**src/rtl/reproj_delay.sv**
```systemverilog
// Enable-gated shift-register delay line for pipeline alignment.
`default_nettype none

module reproj_delay #(
  parameter int W = 64,
  parameter int N = 1
) (
  input  logic         clk,
  input  logic         en,
  input  logic [W-1:0] d,
  output logic [W-1:0] q
);

  logic [W-1:0] sr_r [N];

  // shift one place per advancing cycle
  always_ff @(posedge clk) begin
    if (en) begin
      sr_r[0] <= d;
      for (int i = 1; i < N; i++) begin
        sr_r[i] <= sr_r[i-1];
      end
    end
  end

  assign q = sr_r[N-1];

endmodule

`default_nettype wire

```
**config.mk**
```make
export PLATFORM = sky130hd
export DESIGN_NAME = reproj_delay
export DESIGN_NICKNAME = d
export VERILOG_FILES = /design/src/rtl/reproj_delay.sv
export SDC_FILE = /design/constraint.sdc
export NUM_CORES = 1
export LEC_CHECK = 0
export ABC_CLOCK_PERIOD_IN_PS = 800
export BUFFER_PORTS_ARGS = -buffer_cell sky130_fd_sc_hd__buf_2
export CAP_MARGIN = 25
export CORE_AREA = 4 4 69 78
export CTS_CLUSTER_DIAMETER = 100
export CTS_CLUSTER_SIZE = 25
export DETAILED_ROUTE_END_ITERATION = 8
export DIE_AREA = 0 0 73 82
export PLACE_DENSITY = 0.89
export SLEW_MARGIN = 20
export SYNTH_ARGS = -nofsm -noshare
export SYNTH_HDL_FRONTEND = slang
export SYNTH_SLANG_ARGS = --single-unit
```
**constraint.sdc**
```tcl
create_clock -name clk -period 0.8 [get_ports clk]
set_input_delay 0.12 -clock clk [delete_from_list [all_inputs] [get_ports clk]]
set_output_delay 0.12 -clock clk [all_outputs]
set_load 0.01 [all_outputs]
```
==> impl_metrics.yaml, run 1 <==
cells_and_area:
  largest_reg_flops: 64
  num-multi-input-gates: 0
  area_growth_pct: 81.0
  fin_nets: 336
  drive_gt1_share_pct: 52.2
  fillers: 264
  final_cell_mix: "126 x buf_2, 64 x dlygate4sd3_1, 64 x edfxtp_1, 9 x clkbuf_8, 3 x buf_6"
  top_regs: "sr_r x64"
  fin_cells: 328
  design_area_um2: 3480
  regMostFlops: "sr_r"
  final_common_cell: "buf_2"
  multi_input_area_um2: 0
  antennaDiodeCount: 0
setup_path:
  crit_type: "flop to output pin"
  arrival_ns: 0.87
  crit_chain: "buf_2"
  slowest_stage: "edfxtp_1"
  critPathBufInv: 1
  crit_family: "flip-flops"
  end_kind: "output pin"
  critPathMaxStageDelay_ns: 0.39
  cp-startpoint: "sr_r[0][50]"
  crit_fanout: 1
  critPathRequiredTime_ns: 0.68
  startpoint_type: "flop"
clock_tree:
  clock_path_buffers: 2
  cts_tree: "yes"
  cts.sinks: 64
  htree_levels: 3
  postCtsSetupBuffers: 0
  cts_buffers: 9
  path_clk_slew_ns: 0.06
  root_buffer: "clkbuf_8"
die:
  row_count: 26
  die_y_um: 82
  initial_core_util_pct: 41.9
  die_x_um: 73
  ios: 130
  die-area_um2: 5990
  core_area_um2: 4590
route:
  drcViolationCount: 0
  dr_total_vias: 1453
  routed_wl_um: 5600
  wire_per_inst_um: 17.1
  dr.pass1.iters: 4
  avgViaCountPerCell: 4.43
  ant_nets: 0
  first_iter_violations: 33
place:
  portBuffers: 129
  gp_congestion: 0.709
  dp.cells: 251
  place_area_um2: 2680
  dp_slack_ns: -0.00379
sta:
  setup_ws_ns: -0.187
  rsz0062_at_grt: "true"
  hold_viol: 0
  period_share_pct: 123
  hold_ws_ns: 0.295
  worst_slew_pin_slew_ns: 0.193
  period_minus_slack_ns: 0.987
  drv_slew: 0
  timing.slew.headroom_pct: 87.1
  fmax_mhz: 1010
  finalSetupViolations: 64
logic_synthesis:
  syn_nets: 130
  synth_seq_cells: 64
  syn_area_um2: 1920
  synth_cells: 64
  ys_seq_area_share_pct: 100
  ys_types: 1
  ys.warnings.count: 0
  postSynthAreaPerCell_um2: 30.0
power_and_ir_drop:
  p_total_w: 0.00708
  power.leakage_nw: 1.50
  power.density_nw_per_um2: 2040
  irDropWorstVdd_mv: 1.36
worst_hold_path:
  min_to: "sr_r[0][10]"
  hold_start: "en"
  hold_path.class: "primary input to flop"
  whs_path_depth: 2
global_route:
  grt_usage_pct: 19.7
  antenna_found_initial: 0
  grt_max_degree: 37
  grt_pass1_wl_um: 8190
  grt_pass1_vias: 1622
  grt-ovfl-total: 0
flow_run:
  drv_cap: 0
status:
  violations: "setup timing"
  status: "complete, but fails checks"
-- synthesized netlist by cell type --
cell type,number,area share (%)
edfxtp_1,64,100
-- logic make-up (layout without fill, tap and decap cells) --
kind of cell           Yosys count  after routing  share of synthesized area (%)
flip-flops                      64             64                            100
buffers and inverters            0            208                              0
-- stage by stage --
stage	TNS, ns	utilization (%)
after CTS	-10.53	75.4
after floorplan	0	-
after detailed placement	-0.0710	58.4
after global routing	-12.79	75.8
final	-9.59	75.8
after global placement	0	58.4
-- final cells by class --
type / instances / area (µm²) / share of cell area, %
Sequential cell: 64 / 1920 / 55.3
Clock buffer: 11 / 131 / 3.78
Clock inverter: 2 / 10.0 / 0.288
Tap cell: 56 / 70.1 / 2.01
Timing Repair Buffer: 195 / 1350 / 38.7
-- routing by layer --
metal / up-vias / track usage, % / routed length, µm
met5: - / 0 / 0
li1: 670 / - / -
met2: 105 / 31.8 / 2690
met1: 672 / 21.0 / 2120
met4: 0 / 10.3 / 60
met3: 6 / 10.0 / 739
-- power by group --
part           total (W)  switching, W  internal (W)  leakage, nW
logic           0.000920      0.000408      0.000512        0.800
registers        0.00406     0.0000744       0.00399        0.626
clock network    0.00210       0.00104       0.00106       0.0749
total            0.00708       0.00152       0.00556         1.50
-- how the worst max path moves through the flow --
stage | cells past startpoint | slack [ns] | end
detailed placement | 2 | -0.004 | sr_r[0][18]
floorplan | 0 | 0.29 | q[0]
global route | 1 | -0.25 | q[57]
global placement | 2 | 0.006 | sr_r[0][18]
finish | 1 | -0.19 | q[50]
CTS | 1 | -0.21 | q[4]
-- timing repair --
| action | in CTS | in global routing |
|---|---|---|
| hold endpoints to repair | 64 | 0 |
| endpoints found under the setup margin | 64 | 64 |
| resized for setup | 0 | 3 |
| hold buffers | 64 | 0 |
Power figures use the tool's default switching activity.
==> run 2: changes to the inputs <==
CORE_AREA = 4 4 72 74   (was 4 4 69 78)
DIE_AREA = 0 0 76 78   (was 0 0 73 82)
PLACE_DENSITY = 0.9   (was 0.89)
==> run 2 against run 1 <==
The flow still finishes with violations (setup timing). Clock-buffer cell count increased by 1. Worst hold slack lost 0.014 ns. Die area fell by 0.97%. Combinational power down 3.9%. Final cell count is 0.30% higher. Sequential power hardly changed. Via count fell by 2.6%. Critical endpoint is now q[21]. Largest power group unchanged.
==> impl_metrics.yaml, run 2 (synthesis results as in run 1) <==
global_route:
  grt-ovfl-total: 0
  grt_pass1_vias: 1566
  grt_pass1_wl_um: 7920
  grt_max_degree: 38
  grt_usage_pct: 18.0
  antenna_found_initial: 0
sta:
  tns_ns: -9.48
  setup_ws_ns: -0.208
  period_share_pct: 126
  rsz0062_at_grt: "true"
  fmax_mhz: 992
  hold_viol: 0
  worst_slew_pin_slew_ns: 0.195
  finalSetupViolations: 64
  timing.slew.headroom_pct: 87.0
  drv_slew: 0
  period_minus_slack_ns: 1.01
cells_and_area:
  largest_reg_flops: 64
  final_common_cell: "buf_2"
  multi_input_area_um2: 0
  fin_nets: 336
  area_growth_pct: 81.9
  antennaDiodeCount: 0
  top_regs: "sr_r x64"
  drive_gt1_share_pct: 52.4
  regMostFlops: "sr_r"
  final_cell_mix: "129 x buf_2, 64 x dlygate4sd3_1, 64 x edfxtp_1, 9 x clkbuf_8"
  num-multi-input-gates: 0
  fin_cells: 329
die:
  die-area_um2: 5930
  die_x_um: 76
  die_y_um: 78
  core_area_um2: 4600
  initial_core_util_pct: 41.8
  ios: 130
  row_count: 25
route:
  ant_nets: 0
  first_iter_violations: 58
  routed_wl_um: 5010
  drcViolationCount: 0
  avgViaCountPerCell: 4.30
  dr_total_vias: 1415
  wire_per_inst_um: 15.2
  dr.pass1.iters: 4
power_and_ir_drop:
  clockPowerShare_pct: 34.1
  internal_power_w: 0.00591
  irDropWorstVdd_mv: 1.98
  power_frac_comb_pct: 11.8
  p_seq_share_pct: 54.1
  power.leakage_nw: 1.51
  swShare_pct: 21.0
  power.density_nw_per_um2: 2140
  netSwitchingPower_w: 0.00157
place:
  portBuffers: 129
  dp.cells: 249
  dp.final_hpwl_um: 2820
  gp_congestion: 0.664
clock_tree:
  root_buffer: "clkbuf_8"
  path_clk_slew_ns: 0.07
  cts_tree: "yes"
  postCtsSetupBuffers: 0
  clock_path_buffers: 2
  cts.sinks: 64
  cts_buffers: 9
  htree_levels: 3
setup_path:
  critPathBufInv: 1
  end_kind: "output pin"
  cp-startpoint: "sr_r[0][21]"
  slowest_stage: "edfxtp_1"
  crit_fanout: 1
  arrival_ns: 0.89
  crit_family: "flip-flops"
  crit_chain: "buf_2"
  crit_type: "flop to output pin"
  startpoint_type: "flop"
  critPathMaxStageDelay_ns: 0.40
  critPathRequiredTime_ns: 0.68
flow_run:
  drv_cap: 0
worst_hold_path:
  hold_start: "en"
  hold_path.class: "primary input to flop"
status:
  status: "complete, but fails checks"
  violations: "setup timing"
[run 2: cell count changes in the layout (fill, tap and decap cells not counted)]
cell | before | now
clkinv_2 | 2 | 3
bufinv_16 | 0 | 1
buf_2 | 126 | 129
clkbuf_1 | 2 | 3
buf_6 | 3 | 0
[run 2: layout make-up]
| class | instances | area (µm²) |
|---|---|---|
| flip-flops and latches | 64 | 1920 |
| repair buffers | 195 | 1330 |
| fillers | 282 | 1100 |
| clock buffers | 12 | 135 |
| well taps | 54 | 67.6 |
| clock inverters | 4 | 45.0 |
[run 2: power by group through the flow]
stage / logic, W / registers (W) / clock network (W)
finish: 0.000884 / 0.00405 / 0.00255
global placement: 0.000620 / 0.00410 / 0
floorplan: 0 / 0.00427 / 0
detailed placement: 0.000636 / 0.00411 / 0
global route: 0.000952 / 0.00407 / 0.00280
CTS: 0.000880 / 0.00404 / 0.00261
[run 2: timing repair]
action,4_1_cts,5_1_grt
endpoints found under the hold margin,64,0
endpoints found under the setup margin,64,64
gates resized for setup,0,0
hold buffers,64,0
[run 2: worst paths after layout]
path	endpoint	cells after the start
worst max-delay path	q[21]	1
worst min-delay path	sr_r[0][62]	2
[run 2: metal layers]
layer  share of wire, %  track usage, %
met1                 34            18.2
met2                 55            30.5
met3                 10            9.86
met4               0.86            7.65
met5                  0               0
[run 2: stage by stage]
step / instance area, µm² / total power, W / setup WS (ns) / utilization [%] / hold WS, ns
global route: 3500 / 0.00782 / -0.263 / 76.0 / 0.271
global placement: 2680 / 0.00472 / 0.00281 / 58.2 / 0.297
floorplan: 1920 / 0.00427 / 0.286 / - / 0.219
finish: 3500 / 0.00748 / -0.208 / 76.0 / 0.281
CTS: 3500 / 0.00753 / -0.190 / 76.0 / 0.264
detailed placement: 2680 / 0.00475 / -0.0145 / 58.2 / 0.298
